==> config.mk <==
export PLATFORM = sky130hd
export DESIGN_NAME = status_led_blink_and_beep_sequencer_top_flat
export DESIGN_NICKNAME = d
export VERILOG_FILES = /design/src/design/slbbs_pkg.sv /design/src/design/slbbs_if.sv /design/src/design/slbbs_regs.sv /design/src/design/slbbs_core.sv /design/src/design/status_led_blink_and_beep_sequencer_top.sv /design/src/flat_wrapper.sv
export SDC_FILE = /design/constraint.sdc
export NUM_CORES = 1
export LEC_CHECK = 0
export BUFFER_PORTS_ARGS = -buffer_cell sky130_fd_sc_hd__buf_4
export CORE_MARGIN = 3
export CORE_UTILIZATION = 35
export DETAILED_ROUTE_END_ITERATION = 10
export GPL_TIMING_DRIVEN = 0
export PLACE_DENSITY = 0.51
export SYNTH_ARGS = -nofsm -noshare
export SYNTH_HDL_FRONTEND = slang
export SYNTH_SLANG_ARGS = --single-unit
==> constraint.sdc <==
create_clock -name i_clk -period 3.45 [get_ports i_clk]
set_clock_uncertainty 0.15 [all_clocks]
set_input_delay 0.69 -clock i_clk [delete_from_list [all_inputs] [get_ports i_clk]]
set_output_delay 0.69 -clock i_clk [all_outputs]
set_load 0.01 [all_outputs]
==> src/design/slbbs_pkg.sv <==
// Shared types and constants for the status LED blink and beep sequencer.
// No dependencies; slbbs_regs, slbbs_core and the top level import this package.
`default_nettype none

package slbbs_pkg;

    localparam int TICK_COUNTER_BITS_DEF = 16;

    localparam int CFG_W     = 16;
    localparam int ADDR_W    = 3;
    localparam int DATA_W    = 32;
    localparam int LEN_W     = 16;
    localparam int RPT_W     = 8;
    localparam int CD_W      = LEN_W + 1;

    localparam logic [CFG_W-1:0] SHOW_TICK_RESET    = 16'd2000;
    localparam logic [CFG_W-1:0] RESTORE_TICK_RESET = 16'd2100;

    localparam logic [LEN_W-1:0] BEEP_DEF_LENGTH = 16'd20;
    localparam logic [LEN_W-1:0] BEEP_DEF_PAUSE  = 16'd0;
    localparam logic [RPT_W-1:0] BEEP_DEF_REPEAT = 8'd1;

    typedef enum logic [1:0] {
        ACT_TICK = 2'd0,
        ACT_BUZZ = 2'd1,
        ACT_BEEP = 2'd2
    } t_action;

    typedef enum logic {
        REG_SHOW_TICK    = 1'b0,
        REG_RESTORE_TICK = 1'b1
    } t_reg_idx;

    typedef struct packed {
        logic [CFG_W-1:0] show_tick;
        logic [CFG_W-1:0] restore_tick;
    } t_cfg;

    typedef struct packed {
        logic red;
        logic green;
        logic buzzer;
    } t_levels;

endpackage

`default_nettype wire

==> src/design/slbbs_if.sv <==
// Valid/ready channel interfaces for input items and result items.
// Depends on nothing but the field widths listed here.
`default_nettype none

interface slbbs_in_if;
    logic        valid;
    logic        ready;
    logic [1:0]  action;
    logic        rf_enabled_0;
    logic        rf_enabled_1;
    logic [15:0] req_length;
    logic [15:0] req_pause;
    logic [7:0]  req_repeat;

    modport source (
        output valid, action, rf_enabled_0, rf_enabled_1, req_length, req_pause, req_repeat,
        input  ready
    );
    modport sink (
        input  valid, action, rf_enabled_0, rf_enabled_1, req_length, req_pause, req_repeat,
        output ready
    );
endinterface

interface slbbs_out_if;
    logic valid;
    logic ready;
    logic red_led;
    logic green_led;
    logic buzzer_on;

    modport source (
        output valid, red_led, green_led, buzzer_on,
        input  ready
    );
    modport sink (
        input  valid, red_led, green_led, buzzer_on,
        output ready
    );
endinterface

`default_nettype wire

==> src/design/slbbs_regs.sv <==
// APB-style configuration registers: show tick and restore tick.
// Depends on slbbs_pkg.
`default_nettype none

module slbbs_regs (
    input  wire logic                          i_clk,
    input  wire logic                          i_rst_n,
    input  wire logic                          i_psel,
    input  wire logic                          i_penable,
    input  wire logic                          i_pwrite,
    input  wire logic [slbbs_pkg::ADDR_W-1:0]  i_paddr,
    input  wire logic [slbbs_pkg::DATA_W-1:0]  i_pwdata,
    output      logic [slbbs_pkg::DATA_W-1:0]  o_prdata,
    output      slbbs_pkg::t_cfg               o_cfg
);
    import slbbs_pkg::*;

    logic [CFG_W-1:0] r_show;
    logic [CFG_W-1:0] r_restore;
    logic             wr_en;
    t_reg_idx         idx;

    assign wr_en = i_psel && i_penable && i_pwrite;
    assign idx   = t_reg_idx'(i_paddr[2]);

    always_ff @(posedge i_clk) begin
        if (!i_rst_n) begin
            r_show    <= SHOW_TICK_RESET;
            r_restore <= RESTORE_TICK_RESET;
        end else if (wr_en) begin
            unique case (idx)
                REG_SHOW_TICK:    r_show    <= i_pwdata[CFG_W-1:0];
                REG_RESTORE_TICK: r_restore <= i_pwdata[CFG_W-1:0];
                default: ;
            endcase
        end
    end

    always_comb begin
        unique case (idx)
            REG_SHOW_TICK:    o_prdata = DATA_W'(r_show);
            REG_RESTORE_TICK: o_prdata = DATA_W'(r_restore);
            default:          o_prdata = '0;
        endcase
    end

    assign o_cfg.show_tick    = r_show;
    assign o_cfg.restore_tick = r_restore;

endmodule

`default_nettype wire

==> src/design/slbbs_core.sv <==
// Sequencer state and its single-pass update: blink counter, LED levels and
// beep countdown. Depends on slbbs_pkg.
`default_nettype none

module slbbs_core #(
    parameter int TICK_COUNTER_BITS = slbbs_pkg::TICK_COUNTER_BITS_DEF
) (
    input  wire logic                         i_clk,
    input  wire logic                         i_rst_n,
    input  wire logic                         i_en,
    input  wire slbbs_pkg::t_cfg              i_cfg,
    input  wire logic [1:0]                   i_action,
    input  wire logic                         i_rf_enabled_0,
    input  wire logic                         i_rf_enabled_1,
    input  wire logic [slbbs_pkg::LEN_W-1:0]  i_req_length,
    input  wire logic [slbbs_pkg::LEN_W-1:0]  i_req_pause,
    input  wire logic [slbbs_pkg::RPT_W-1:0]  i_req_repeat,
    output      slbbs_pkg::t_levels           o_levels
);
    import slbbs_pkg::*;

    localparam int CNT_W = TICK_COUNTER_BITS;
    localparam int CMP_W = (CNT_W > CFG_W) ? CNT_W : CFG_W;

    logic [CNT_W-1:0] r_cnt, n_cnt;
    logic [CD_W-1:0]  r_cd, n_cd;
    logic [LEN_W-1:0] r_on_len, n_on_len;
    logic [LEN_W-1:0] r_off_len, n_off_len;
    logic [RPT_W-1:0] r_left, n_left;
    logic             r_red, n_red;
    logic             r_green, n_green;
    logic             r_buzz, n_buzz;

    logic [CNT_W-1:0] cnt_inc;
    logic [CMP_W-1:0] cnt_cmp;
    logic [CD_W-1:0]  cd_dec;
    t_action          act;

    assign act     = t_action'(i_action);
    assign cnt_inc = r_cnt + CNT_W'(1);
    assign cnt_cmp = CMP_W'(cnt_inc);
    assign cd_dec  = r_cd - CD_W'(1);

    always_comb begin
        n_cnt     = r_cnt;
        n_cd      = r_cd;
        n_on_len  = r_on_len;
        n_off_len = r_off_len;
        n_left    = r_left;
        n_red     = r_red;
        n_green   = r_green;
        n_buzz    = r_buzz;
        unique case (act)
            ACT_TICK: begin
                n_cnt = cnt_inc;
                // show check wins over restore when both match
                if (cnt_cmp == CMP_W'(i_cfg.show_tick)) begin
                    n_red   = !i_rf_enabled_0;
                    n_green = !i_rf_enabled_1;
                end else if (cnt_cmp == CMP_W'(i_cfg.restore_tick)) begin
                    n_red   = 1'b1;
                    n_green = 1'b1;
                    n_cnt   = '0;
                end
                if (r_cd == '0) begin
                    if (r_left != '0) begin
                        n_left = r_left - RPT_W'(1);
                        n_cd   = CD_W'(r_on_len) + CD_W'(r_off_len);
                        n_buzz = 1'b1;
                    end
                end else begin
                    n_cd = cd_dec;
                    if (cd_dec == CD_W'(r_off_len)) begin
                        n_buzz = 1'b0;
                    end
                end
            end
            ACT_BUZZ: begin
                n_on_len  = i_req_length;
                n_off_len = i_req_pause;
                n_left    = i_req_repeat;
            end
            ACT_BEEP: begin
                n_on_len  = BEEP_DEF_LENGTH;
                n_off_len = BEEP_DEF_PAUSE;
                n_left    = BEEP_DEF_REPEAT;
            end
            default: ;
        endcase
    end

    always_ff @(posedge i_clk) begin
        if (!i_rst_n) begin
            r_cnt     <= '0;
            r_cd      <= '0;
            r_on_len  <= '0;
            r_off_len <= '0;
            r_left    <= '0;
            r_red     <= 1'b1;
            r_green   <= 1'b1;
            r_buzz    <= 1'b0;
        end else if (i_en) begin
            r_cnt     <= n_cnt;
            r_cd      <= n_cd;
            r_on_len  <= n_on_len;
            r_off_len <= n_off_len;
            r_left    <= n_left;
            r_red     <= n_red;
            r_green   <= n_green;
            r_buzz    <= n_buzz;
        end
    end

    assign o_levels.red    = n_red;
    assign o_levels.green  = n_green;
    assign o_levels.buzzer = n_buzz;

endmodule

`default_nettype wire

==> src/design/status_led_blink_and_beep_sequencer_top.sv <==
// Status LED blink and beep sequencer, top level: input register, result
// register and configuration port. Depends on slbbs_pkg, slbbs_if,
// slbbs_regs and slbbs_core.
//
// Each accepted item (tick, buzz request or default beep request) yields one
// result with the red LED, green LED and buzzer levels after that item. An
// item is held in the input register, then updated in one pass through the
// sequencer state into the result register, where result valid rises; a
// result not yet taken holds the item in the input register, and one item
// is taken every cycle as long as the result side keeps up. The show and
// restore ticks are written through the APB port at byte addresses 0 and 4;
// the user must write them only while the block is idle, which the block itself does not enforce.
`default_nettype none

module status_led_blink_and_beep_sequencer_top #(
    parameter int TICK_COUNTER_BITS = slbbs_pkg::TICK_COUNTER_BITS_DEF
) (
    input  wire logic                          i_clk,
    input  wire logic                          i_rst_n,
    slbbs_in_if.sink                           i_item,
    slbbs_out_if.source                        o_result,
    input  wire logic                          psel,
    input  wire logic                          penable,
    input  wire logic                          pwrite,
    input  wire logic [slbbs_pkg::ADDR_W-1:0]  paddr,
    input  wire logic [slbbs_pkg::DATA_W-1:0]  pwdata,
    output      logic [slbbs_pkg::DATA_W-1:0]  prdata,
    output      logic                          pready
);
    import slbbs_pkg::*;

    t_cfg    cfg;
    t_levels levels;

    logic             r_in_valid;
    logic [1:0]       r_action;
    logic             r_rf0;
    logic             r_rf1;
    logic [LEN_W-1:0] r_length;
    logic [LEN_W-1:0] r_pause;
    logic [RPT_W-1:0] r_repeat;

    logic    r_out_valid;
    t_levels r_out;

    logic advance;
    logic in_ready;

    // move the held item into the result register when that slot frees up
    assign advance  = r_in_valid && (!r_out_valid || o_result.ready);
    assign in_ready = !r_in_valid || advance;

    assign i_item.ready = in_ready;
    assign pready       = 1'b1;

    always_ff @(posedge i_clk) begin
        if (!i_rst_n) begin
            r_in_valid <= 1'b0;
        end else if (in_ready) begin
            r_in_valid <= i_item.valid;
        end
    end

    always_ff @(posedge i_clk) begin
        if (in_ready && i_item.valid) begin
            r_action <= i_item.action;
            r_rf0    <= i_item.rf_enabled_0;
            r_rf1    <= i_item.rf_enabled_1;
            r_length <= i_item.req_length;
            r_pause  <= i_item.req_pause;
            r_repeat <= i_item.req_repeat;
        end
    end

    always_ff @(posedge i_clk) begin
        if (!i_rst_n) begin
            r_out_valid <= 1'b0;
        end else if (advance) begin
            r_out_valid <= 1'b1;
        end else if (o_result.ready) begin
            r_out_valid <= 1'b0;
        end
    end

    always_ff @(posedge i_clk) begin
        if (advance) begin
            r_out <= levels;
        end
    end

    assign o_result.valid     = r_out_valid;
    assign o_result.red_led   = r_out.red;
    assign o_result.green_led = r_out.green;
    assign o_result.buzzer_on = r_out.buzzer;

    slbbs_regs u_regs (
        .i_clk     (i_clk),
        .i_rst_n   (i_rst_n),
        .i_psel    (psel),
        .i_penable (penable),
        .i_pwrite  (pwrite),
        .i_paddr   (paddr),
        .i_pwdata  (pwdata),
        .o_prdata  (prdata),
        .o_cfg     (cfg)
    );

    slbbs_core #(
        .TICK_COUNTER_BITS (TICK_COUNTER_BITS)
    ) u_core (
        .i_clk          (i_clk),
        .i_rst_n        (i_rst_n),
        .i_en           (advance),
        .i_cfg          (cfg),
        .i_action       (r_action),
        .i_rf_enabled_0 (r_rf0),
        .i_rf_enabled_1 (r_rf1),
        .i_req_length   (r_length),
        .i_req_pause    (r_pause),
        .i_req_repeat   (r_repeat),
        .o_levels       (levels)
    );

endmodule

`default_nettype wire
==> src/flat_wrapper.sv <==
// flat-port wrapper written by rule: the top's interface ports become plain ports
module status_led_blink_and_beep_sequencer_top_flat import slbbs_pkg::*;
#(
    parameter int TICK_COUNTER_BITS = slbbs_pkg::TICK_COUNTER_BITS_DEF
)
  (i_clk, i_rst_n, psel, penable, pwrite, paddr, pwdata, prdata, pready, i_item_valid, i_item_action, i_item_rf_enabled_0, i_item_rf_enabled_1, i_item_req_length, i_item_req_pause, i_item_req_repeat, i_item_ready, o_result_valid, o_result_red_led, o_result_green_led, o_result_buzzer_on, o_result_ready);
  slbbs_in_if i_item_i ();
  slbbs_out_if o_result_i ();
  input  wire logic i_clk;
  input  wire logic i_rst_n;
  input  wire logic psel;
  input  wire logic penable;
  input  wire logic pwrite;
  input  wire logic [slbbs_pkg::ADDR_W-1:0] paddr;
  input  wire logic [slbbs_pkg::DATA_W-1:0] pwdata;
  output      logic [slbbs_pkg::DATA_W-1:0] prdata;
  output      logic pready;
  input wire logic [$bits(i_item_i.valid)-1:0] i_item_valid;
  input wire logic [$bits(i_item_i.action)-1:0] i_item_action;
  input wire logic [$bits(i_item_i.rf_enabled_0)-1:0] i_item_rf_enabled_0;
  input wire logic [$bits(i_item_i.rf_enabled_1)-1:0] i_item_rf_enabled_1;
  input wire logic [$bits(i_item_i.req_length)-1:0] i_item_req_length;
  input wire logic [$bits(i_item_i.req_pause)-1:0] i_item_req_pause;
  input wire logic [$bits(i_item_i.req_repeat)-1:0] i_item_req_repeat;
  output wire logic [$bits(i_item_i.ready)-1:0] i_item_ready;
  output wire logic [$bits(o_result_i.valid)-1:0] o_result_valid;
  output wire logic [$bits(o_result_i.red_led)-1:0] o_result_red_led;
  output wire logic [$bits(o_result_i.green_led)-1:0] o_result_green_led;
  output wire logic [$bits(o_result_i.buzzer_on)-1:0] o_result_buzzer_on;
  input wire logic [$bits(o_result_i.ready)-1:0] o_result_ready;
  assign i_item_i.valid = i_item_valid;
  assign i_item_i.action = i_item_action;
  assign i_item_i.rf_enabled_0 = i_item_rf_enabled_0;
  assign i_item_i.rf_enabled_1 = i_item_rf_enabled_1;
  assign i_item_i.req_length = i_item_req_length;
  assign i_item_i.req_pause = i_item_req_pause;
  assign i_item_i.req_repeat = i_item_req_repeat;
  assign i_item_ready = i_item_i.ready;
  assign o_result_valid = o_result_i.valid;
  assign o_result_red_led = o_result_i.red_led;
  assign o_result_green_led = o_result_i.green_led;
  assign o_result_buzzer_on = o_result_i.buzzer_on;
  assign o_result_i.ready = o_result_ready;
  status_led_blink_and_beep_sequencer_top #(.TICK_COUNTER_BITS(TICK_COUNTER_BITS)) u_core (.i_clk(i_clk), .i_rst_n(i_rst_n), .i_item(i_item_i), .o_result(o_result_i), .psel(psel), .penable(penable), .pwrite(pwrite), .paddr(paddr), .pwdata(pwdata), .prdata(prdata), .pready(pready));
endmodule
=== After elaboration in Yosys (flattened, before gate mapping) ===
Cells that the tools add are included.

* Register bits after elaboration: 157
* Bits of input ports: 86

* Add/subtract/negate cells: 4
* Equal/unequal tests: 8
* Multiplexer cells: 22
* Bitwise logic cells: 1
* Reductions and logical operators: 22

{| class="wikitable"
|+ Operator list
! cell !! count
|-
| $pmux W16 S2 || 2
|-
| $pmux W32 S2 || 1
|-
| $mux W17 || 2
|-
| $eq A16 B16 Y1 || 2
|-
| $mux W16 || 2
|-
| $pmux W8 S3 || 1
|-
| $add A16 B16 Y17 || 1
|-
| $eq A17 B16 Y1 || 1
|-
| $logic_not A17 Y1 || 1
|-
| $sub A17 B1 Y17 const B || 1
|-
| $add A16 B1 Y16 const B || 1
|-
| $mux W8 || 2
|-
| $mux W1 || 12
|-
| $reduce_and A2 Y1 || 4
|-
| $reduce_bool A8 Y1 || 1
|-
| $sub A8 B1 Y8 const B || 1
|-
| $logic_and A1 B1 Y1 || 4
|-
| $logic_not A1 Y1 || 4
|-
| $ne A2 B2 Y1 const B || 2
|-
| $reduce_and A4 Y1 || 1
|-
| $reduce_bool A2 Y1 || 2
|-
| $reduce_and A3 Y1 || 1
|-
| $reduce_bool A3 Y1 || 1
|-
| $eq A2 B1 Y1 const B || 1
|-
| 5 further kinds || 6
|}

=== Logic depth before layout (Yosys ltp) ===
Gate-level depths: netlist of the first run.

* Depth in word-level cells: 5
* Gate-level depth with buffers: 12

=== Modules after synthesis ===
A second synthesis of the first run with hierarchy kept.

* Cells, all modules: 1010
* Area, all modules: 9278.9 µm²

{| class="wikitable"
|+ By module, submodules not included
! module !! instances !! cells an instance !! area each (µm²)
|-
| slbbs_core || 1 || 785 || 6130.9
|-
| slbbs_regs || 1 || 167 || 1621.6
|-
| status_led_blink_and_beep_sequencer_top || 1 || 58 || 1526.5
|}

=== Least setup slack after synthesis of the first run ===
No wires, ideal clock.

* Path type: reg-to-reg
* From: reg u_core.u_core.r_cd[0]
* To: reg u_core.r_out (netlist bit u_core.o_result.buzzer_on) (data pin)
* Setup time: 0.256 ns
* Arrival: 2.625 ns
* Data required time: 3.044 ns
* Slack: 0.419 ns
* Stages on the path, launching flop included: 12
* Path buffers: 1
* Cell sequence: dfxtp_1 clkbuf_1 inv_1 ha_1 or3b_4 nor2_8 nand2_4 or4b_4 xnor2_1 a2111oi_0 and4_1 nor2_1

* Word-level cells in the longest chain between the ends: 5
* Elaborated cells on any way between the ends: 6
* Those cells by class: add/sub (1); eq/ne (1); mux (3); reduce/logical (1)

{| class="wikitable"
|+ Ends and longest elaborated chain
! what !! RTL line !! RTL
|-
| start: declaration || slbbs_core.sv:26 || <nowiki>logic [CD_W-1:0] r_cd, n_cd;</nowiki>
|-
| start signal: assignment || slbbs_core.sv:104 || <nowiki>r_cd <= n_cd;</nowiki>
|-
| $sub A17 B1 Y17 || slbbs_core.sv:42 || <nowiki>assign cd_dec = r_cd - CD_W'(1);</nowiki>
|-
| $eq A17 B16 Y1 || slbbs_core.sv:73 || <nowiki>if (cd_dec == CD_W'(r_off_len)) begin</nowiki>
|-
| $mux W1 || slbbs_core.sv:73 ||
|-
| $mux W1 (*) || slbbs_core.sv:65 || <nowiki>if (r_cd == '0) begin</nowiki>
|-
| $mux W1 (*) || slbbs_core.sv:53 || <nowiki>unique case (act)</nowiki>
|-
| named net u_core.u_core.n_buzz || slbbs_core.sv:32 || <nowiki>logic r_buzz, n_buzz;</nowiki>
|-
| end signal: assignment || status_led_blink_and_beep_sequencer_top.sv:87 || <nowiki>r_out <= levels;</nowiki>
|-
| end: declaration || status_led_blink_and_beep_sequencer_top.sv:44 || <nowiki>t_levels r_out;</nowiki>
|}

The timed path passes the listed nets; every way through them passes the cells marked *.
A chain may end at the register's enable or synchronous reset.

=== Worst setup path after layout of the first run ===
Ends and elaborated chain as after synthesis.

==> results of run 1 <==
-- stage by stage --
stage / area, um2 / hold WS (ns)
5_1_grt: 11050 / 0.2453
2_1_floorplan: 9295 / 0.3020
4_1_cts: 10990 / 0.2541
6_report: 11050 / 0.2644
3_3_place_gp: 10360 / 0.3289
3_5_place_dp: 10380 / 0.3362
-- sequential cells by signal (all words and copies together) (netlist names) --
register	count
u_core.r_repeat	8
u_core.u_regs.r_show	16
u_core.r_rf0	1
u_core.o_result.buzzer_on	1
u_core.r_length	16
u_core.u_core.r_buzz	1
u_core.o_result.green_led	1
u_core.u_core.r_on_len	16
u_core.o_result.valid	1
u_core.r_pause	16
u_core.u_core.r_red	1
u_core.r_action	2
u_core.u_core.r_green	1
u_core.u_core.r_off_len	16
u_core.r_in_valid	1
u_core.u_core.r_left	8
u_core.u_core.r_cnt	16
u_core.o_result.red_led	1
u_core.u_core.r_cd	17
u_core.r_rf1	1
u_core.u_regs.r_restore	16
-- area by class of cell --
class / count / area share
antenna: 1 / 0.0002265
buffer: 88 / 0.04065
clock buffer: 17 / 0.03850
clock inverter: 15 / 0.01653
inverter: 30 / 0.01019
multi-input combinational: 799 / 0.4671
sequential: 157 / 0.3271
tap: 330 / 0.03737
timing repair buffer: 90 / 0.06228
-- timing repair --
item                       in CTS  in global routing
setup endpoints to repair       0                 21
setup buffers                   0                  2
resized for setup               0                  9
-- synth_stat cells (all sizes together) (3+ instances only) --
| cell | count |
|---|---|
| nand2 | 123 |
| dfxtp | 110 |
| a21oi | 102 |
| nor2 | 81 |
| xnor2 | 57 |
| o21ai | 53 |
| clkbuf | 47 |
| edfxtp | 47 |
| buf | 41 |
| nor3b | 35 |
| nand3 | 33 |
| inv | 30 |
| nor3 | 30 |
| xor2 | 24 |
| ha | 23 |
| nand4 | 20 |
| nor4 | 19 |
| mux2 | 17 |
| nand2b | 13 |
| a31oi | 12 |
| and3 | 11 |
| nor2b | 8 |
| or3 | 8 |
| a211oi | 7 |
| and4 | 7 |
| a22oi | 6 |
| and2 | 6 |
| a2111oi | 5 |
| a21o | 5 |
| o211ai | 5 |
| o22ai | 5 |
| or4 | 5 |
| a221oi | 4 |
| mux2i | 4 |
| nand3b | 4 |
| a311oi | 3 |
| nor4b | 3 |
| o311ai | 3 |
| or2 | 3 |
-- kinds of logic (layout without fill, tap and decap cells) --
logic type | Yosys count | in the layout | synth area share
xor+xnor | 82 | 82 | 0.07923
flops | 157 | 157 | 0.3911
compound gates | 239 | 239 | 0.1613
buf+inv | 118 | 240 | 0.06081
fa+ha+maj | 24 | 24 | 0.03332
simple gates | 416 | 416 | 0.2484
other cells | 2 | 18 | 0.0008129
mux | 21 | 21 | 0.02505
-- routing by layer --
metal	vias up	track usage	wire [um]
met5	-	0	0
met3	31	0.02475	1151
li1	4031	-	-
met1	3769	0.2957	14340
met2	200	0.2838	11540
met4	0	0.05407	499
-- power groups by stage --
stage                     registers [mW]  clock network, mW  logic [mW]
after floorplan                     2.06                  0       0.653
after global routing                2.05               2.09        1.05
after detailed placement            2.08                  0       0.939
after global placement              2.08                  0       0.936
after CTS                           2.04               2.00       0.946
final                               2.04               1.96       0.959
-- worst min-delay path by stage --
stage / cells past startpoint / from / slack (ns) / endpoint
2_1_floorplan: 2 / u_core.u_regs.r_show[5] / 0.30 / u_core.u_regs.r_show[5]
3_3_place_gp: 2 / u_core.u_regs.r_restore[12] / 0.33 / u_core.u_regs.r_restore[12]
3_5_place_dp: 2 / u_core.u_regs.r_show[14] / 0.34 / u_core.u_regs.r_show[14]
4_1_cts: 1 / i_item_req_length[5] / 0.25 / u_core.r_length[5]
5_1_grt: 1 / i_item_req_pause[5] / 0.25 / u_core.r_pause[5]
6_report: 1 / i_item_req_length[1] / 0.26 / u_core.r_length[1]
==> results by group, run 1 <==
Clock network
  – H-tree depth: 4
  – Sink Count: 157
  – CTS tree: built
  – Clock root cell: clkbuf_16
  – Clk_lat worst skew: 0.44 ns
  – Hold buffer count at cts: 0
  – CTS clk-pin slew, worst paths: 0.09 ns
  – Total CTS buffers: 17
  – CTS Buffer Depth: 2

Power and ir drop
  – PD cells: 448.2 nW/um2
  – Static leakage: 4.208 nW
  – Flop pwr share: 0.411
  – Cell Int Power: 3.350 mW
  – Max IR drop VDD: 273.9 uV
  – Power share of the clock group: 0.395
  – Comb power frac: 0.194
  – Switching Power: 1.603 mW
  – Net Sw Frac: 0.3236
  – Pwr Total: 4.952 mW

Worst setup path
  – Max FO, Critical Path: 7
  – Crit path from: u_core.u_core.r_cd[0]
  – Crit path max-delay cell type: or4b_4
  – Crit Path Class: reg2reg
  – FF-to-FF path depth: 11
  – Reg-to-reg startpoint: u_core.u_core.r_cd[0]
  – RR Endpoint: u_core.o_result.buzzer_on
  – Delay-heaviest family, CP: simple AND/OR/NAND/NOR gates
  – Worst-path cell chain: clkbuf_1 -> inv_1 -> ha_2 -> or3b_4 -> nor2_8 -> nand2_4 -> or4b_4 -> xnor2_1 -> a2111oi_0 -> and4_1 -> nor2_1
  – CP endpoint: u_core.o_result.buzzer_on
  – Critical Path End Type: flop
  – CP startpoint kind: flop
  – CP Buf/Inv Count: 2
  – Worst path arrival time: 3.29 ns
  – Worst path max stage delay: 0.55 ns
  – CP Depth: 11
  – CP required: 3.48 ns
  – Reg2Reg Setup Slack: 0.19 ns

Final layout
  – Most common cell after layout, fill and taps aside: nand2_1
  – Final Non-Filler Cells: 1527
  – Final Util: 0.4326
  – Reg area: 3615 um2
  – Multi-input logic area: 5161 um2
  – Layout Nets: 1293
  – Most frequent cells in the layout: nand2_1, buf_4, dfxtp_1, a21oi_1, nor2_1
  – FILL cells: 2572
  – Area Growth Syn to Fin: 19.60%
  – Share of cells above drive strength 1: 0.1831

Route
  – Vias post-DR: 8031
  – Number of DRC markers in iteration 0: 605
  – DR vias/cell: 5.259
  – Drc violations: 0
  – Routed len/inst: 18.03 um
  – DRT Wirelength: 27530 um
  – Number of nets with antenna violations after detailed routing: 0
  – DRT Pass-1 Iters: 5

Timing
  – Final Max Slew Viols: 0
  – Fmax: 307.2 MHz
  – Final worst slack: 0.1948 ns
  – Final hold viol count: 0
  – Setup tns final: 0 ns
  – Worst-Margin Slew: 0.9065 ns
  – Period minus WS final: 3.255 ns
  – Final setup vio count: 0
  – Tcrit/Tclk final: 0.9435
  – RSZ-0062 raised after global routing: false
  – Relative slew slack: 0.3902

Floorplan
  – Die area: 28380 um2
  – Die width: 168.5 um
  – # IOs: 124
  – Initial Util: 0.3617
  – Die Height: 168.5 um
  – Rows: 58
  – CORE AREA: 25540 um2

Synthesis
  – Post-synthesis area per instance: 8.724 um2
  – Ys async rst share: 0
  – Yosys top cell area share: 0.2384
  – Cells after Synth: 1059
  – Yosys top cell by area: dfxtp_1
  – Sequential area share after synthesis: 0.3911
  – Post-synth EDFFs: 47
  – Synthesized area: 9239 um2
  – Most used DFF post-synth: dfxtp_1
  – Synth warnings: 0
  – Main area contributors after synthesis: dfxtp_1, edfxtp_1, a21oi_1, xnor2_1, nand2_1
  – #FFs+latches synth: 157
  – Synth unique cells: 88

Flow run
  – Max-cap violations: 0

GRT
  – Grt total ovfl: 0
  – First-pass GRT wire length: 43570 um
  – Vias in the first global route: 7638
  – Gr usage total: 0.1929
  – Largest net degree at the start of global routing: 32
  – Initial antenna violation count: 1

Placement
  – DP Worst Slack: 0.08667 ns
  – Placer Congestion: 0.9302
  – DP HPWL: 20870 um
  – Port bufs: 87
  – Inst Count DP: 1492

Min path
  – Hold Path Class: in2reg

Status
  – Outcome: completed
Power figures use the tool's default switching activity.
==> run 2: changes to the inputs <==
--- a/config.mk
+++ b/config.mk
@@ -6,11 +6,12 @@
 export NUM_CORES = 1
 export LEC_CHECK = 0
 export BUFFER_PORTS_ARGS = -buffer_cell sky130_fd_sc_hd__buf_4
+export CELL_PAD_IN_SITES_DETAIL_PLACEMENT = 1
+export CELL_PAD_IN_SITES_GLOBAL_PLACEMENT = 2
 export CORE_MARGIN = 3
 export CORE_UTILIZATION = 35
 export DETAILED_ROUTE_END_ITERATION = 10
-export GPL_TIMING_DRIVEN = 0
-export PLACE_DENSITY = 0.51
+export PLACE_DENSITY = 0.78
 export SYNTH_ARGS = -nofsm -noshare
 export SYNTH_HDL_FRONTEND = slang
 export SYNTH_SLANG_ARGS = --single-unit
==> run 2 against run 1 <==
Compared with the run above:
- setup slack better by 0.016 ns
- worst hold slack improved by 0.0032 ns
- largest cell class unchanged
- combinational power fell by 2%
- sequential cell count unchanged
- register-to-register slack improved by 0.02 ns
- critical path depth is 4 lower
- critical path type unchanged
- clock-buffer cell count unchanged
==> results by group, run 2 (synthesis results as in run 1) <==
Timing
  – Final worst slack: 0.2110 ns (+0.01616 ns)
  – RSZ-0062 raised after global routing: false
  – Setup tns final: 0 ns (unchanged)
  – Final setup vio count: 0 (unchanged)
  – Relative slew slack: 0.2997 (-0.09053)
  – Final Max Slew Viols: 0 (unchanged)
  – Period minus WS final: 3.239 ns (-0.01616 ns)
  – Fmax: 308.7 MHz (+0.50%)
  – Tcrit/Tclk final: 0.9388 (-0.004685)
  – Final hold viol count: 0 (unchanged)
  – Worst-Margin Slew: 1.050 ns (+0.1439 ns)

Final layout
  – Largest Register: u_core.u_core.r_cd
  – Post-Layout Inst Area: 10790 um2 (-2.3%)
  – Most common cell after layout, fill and taps aside: buf_4
  – Share of cells above drive strength 1: 0.1826 (-0.0004940)
  – Final Util: 0.4226 (-0.009992)
  – Area Growth Syn to Fin: 16.83%
  – Max FFs per register: 17 (unchanged)
  – Most frequent cells in the layout: buf_4, nand2_1, dfxtp_1, a21oi_1, nor2_1
  – Layout Nets: 1236 (-4.4%)
  – ANT cells: 0 (-1)

Worst setup path
  – FF-to-FF path depth: 7 (-4)
  – Crit Path Class: reg2reg
  – Reg-to-reg startpoint: u_core.u_core.r_cnt[2]
  – CP required: 3.60 ns (+0.12 ns)
  – Critical Path End Type: flop
  – RR Endpoint: u_core.o_result.green_led
  – CP startpoint kind: flop
  – Max FO, Critical Path: 12 (+5)
  – Worst path arrival time: 3.39 ns (+0.10 ns)
  – Reg2Reg Setup Slack: 0.21 ns (+0.02 ns)

Power and ir drop
  – Max IR drop VDD: 339.4 uV (+24%)
  – Pwr Total: 4.938 mW (-0.29%)
  – Cell Int Power: 3.345 mW (-0.15%)
  – Switching Power: 1.593 mW (-0.59%)
  – PD cells: 457.5 nW/um2 (+2.1%)
  – Static leakage: 4.097 nW (-2.6%)
  – Comb power frac: 0.191 (-0.003)
  – Power share of the clock group: 0.394 (about the same)
  – Flop pwr share: 0.414 (+0.003)
  – Net Sw Frac: 0.3227 (-0.0009644)

GRT
  – Gr usage total: 0.1999 (+0.006977)
  – Largest net degree at the start of global routing: 63 (+97%)
  – Vias in the first global route: 7935 (+3.9%)
  – First-pass GRT wire length: 45260 um (+3.9%)
  – Initial antenna violation count: 0 (-1)
  – Grt total ovfl: 0 (unchanged)

Min path
  – Hold Path Class: in2reg
  – Hold path depth: 1 (unchanged)
  – Worst hold path endpoint: u_core.r_pause[11]
  – Hold Startpoint: i_item_req_pause[11]

Placement
  – Port bufs: 88 (+1.1%)
  – DP Area: 10180 um2 (-1.9%)
  – Placer Congestion: 0.9107 (-2.1%)
  – DP Worst Slack: 0.2798 ns (+0.1931 ns)
  – DP HPWL: 20950 um (+0.41%)

Route
  – Routed len/inst: 19.17 um (+6.4%)
  – Top routing layer in use: met4
  – Met1 wire length: 14700 um (+2.6%)
  – Number of DRC markers in iteration 0: 383 (-37%)
  – DR vias/cell: 5.424 (+3.1%)
  – Vias post-DR: 7968 (-0.78%)
  – Wire length on met3: 1109 um (-3.6%)
  – Met2 wire len: 12060 um (+4.5%)
  – DRT Pass-1 Iters: 4 (-1)
  – DRT Wirelength: 28170 um (+2.3%)
  – Drc violations: 0 (unchanged)
  – Number of nets with antenna violations after detailed routing: 0 (unchanged)

Floorplan
  – # IOs: 124 (unchanged)
  – Die Height: 168.5 um (unchanged)
  – CORE AREA: 25540 um2 (unchanged)
  – Die width: 168.5 um (unchanged)
  – Initial Util: 0.3617 (unchanged)
  – Rows: 58 (unchanged)
  – Die area: 28380 um2 (unchanged)

Clock network
  – Clk_lat worst skew: 0.44 ns (about the same)
  – H-tree depth: 4 (unchanged)
  – CTS tree: built
  – Total CTS buffers: 17 (unchanged)
  – CTS clk-pin slew, worst paths: 0.08 ns (about the same)
  – Post-CTS setup buffers: 0 (unchanged)
  – Post_cts resized: 0 (unchanged)
  – CTS Buffer Depth: 2 (unchanged)
  – Hold buffer count at cts: 0 (unchanged)
  – Clock root cell: clkbuf_16
  – Sink Count: 157 (unchanged)

Status
  – Outcome: completed

Flow run
  – Max-cap violations: 0 (unchanged)
run 2: cell types whose count changed in the layout (fill, tap and decap cells not counted), sizes merged:
cell / change
clkbuf: -47
buf: -10
clkinv: +2
inv: -2
diode: -1
run 2: power by group through the flow:
stage / logic, mW / clock network, mW / registers (mW)
5_1_grt: 1.05 / 2.07 / 2.06
3_5_place_dp: 0.937 / 0 / 2.09
3_3_place_gp: 0.923 / 0 / 2.08
6_report: 0.944 / 1.95 / 2.05
2_1_floorplan: 0.653 / 0 / 2.06
4_1_cts: 0.945 / 1.99 / 2.05
run 2: worst max path at each step:
| stage | slack [ns] | cells past startpoint | startpoint | endpoint |
|---|---|---|---|---|
| 4_1_cts | 0.25 | 7 | u_core.u_core.r_cnt[2] | u_core.o_result.green_led |
| 3_5_place_dp | 0.28 | 7 | u_core.u_core.r_cnt[2] | u_core.o_result.green_led |
| 2_1_floorplan | 0.42 | 11 | u_core.u_core.r_cd[0] | u_core.o_result.buzzer_on |
| 5_1_grt | 0.04 | 7 | u_core.u_core.r_cnt[2] | u_core.o_result.green_led |
| 6_report | 0.21 | 7 | u_core.u_core.r_cnt[2] | u_core.o_result.green_led |
| 3_3_place_gp | 0.31 | 10 | u_core.u_core.r_cd[1] | u_core.o_result.buzzer_on |
run 2: critical path, cell delays in order, from the launching register on:
cell	delay, ns
dfxtp_1	0.63
nand2_2	0.32
or4_4	0.63
xnor2_1	0.30
nand4_1	0.19
o32ai_1	0.61
a21oi_1	0.15
nor2_1	0.13
run 2: area by class of cell:
| type | instances | area (um2) |
|---|---|---|
| inverters | 30 | 112.6 |
| repair buffers | 121 | 920.9 |
| well taps | 330 | 412.9 |
| fillers | 3007 | 14750 |
| multi-input cells | 799 | 5124 |
| clock buffers | 17 | 425.4 |
| flip-flops and latches | 157 | 3613 |
| clock inverters | 15 | 185.2 |
run 2: metal layers:
layer,up-vias,global-route usage
li1,3898,-
met2,142,0.2980
met5,-,0
met4,0,0.04198
met1,3904,0.3046
met3,24,0.03246
run 2: through the flow:
step | hold slack [ns] | std cells
6_report | 0.2676 | 1469
5_1_grt | 0.2465 | 1469
4_1_cts | 0.2507 | 1469
3_5_place_dp | 0.3330 | 1437
3_3_place_gp | 0.3266 | 1437
2_1_floorplan | 0.3020 | 1074
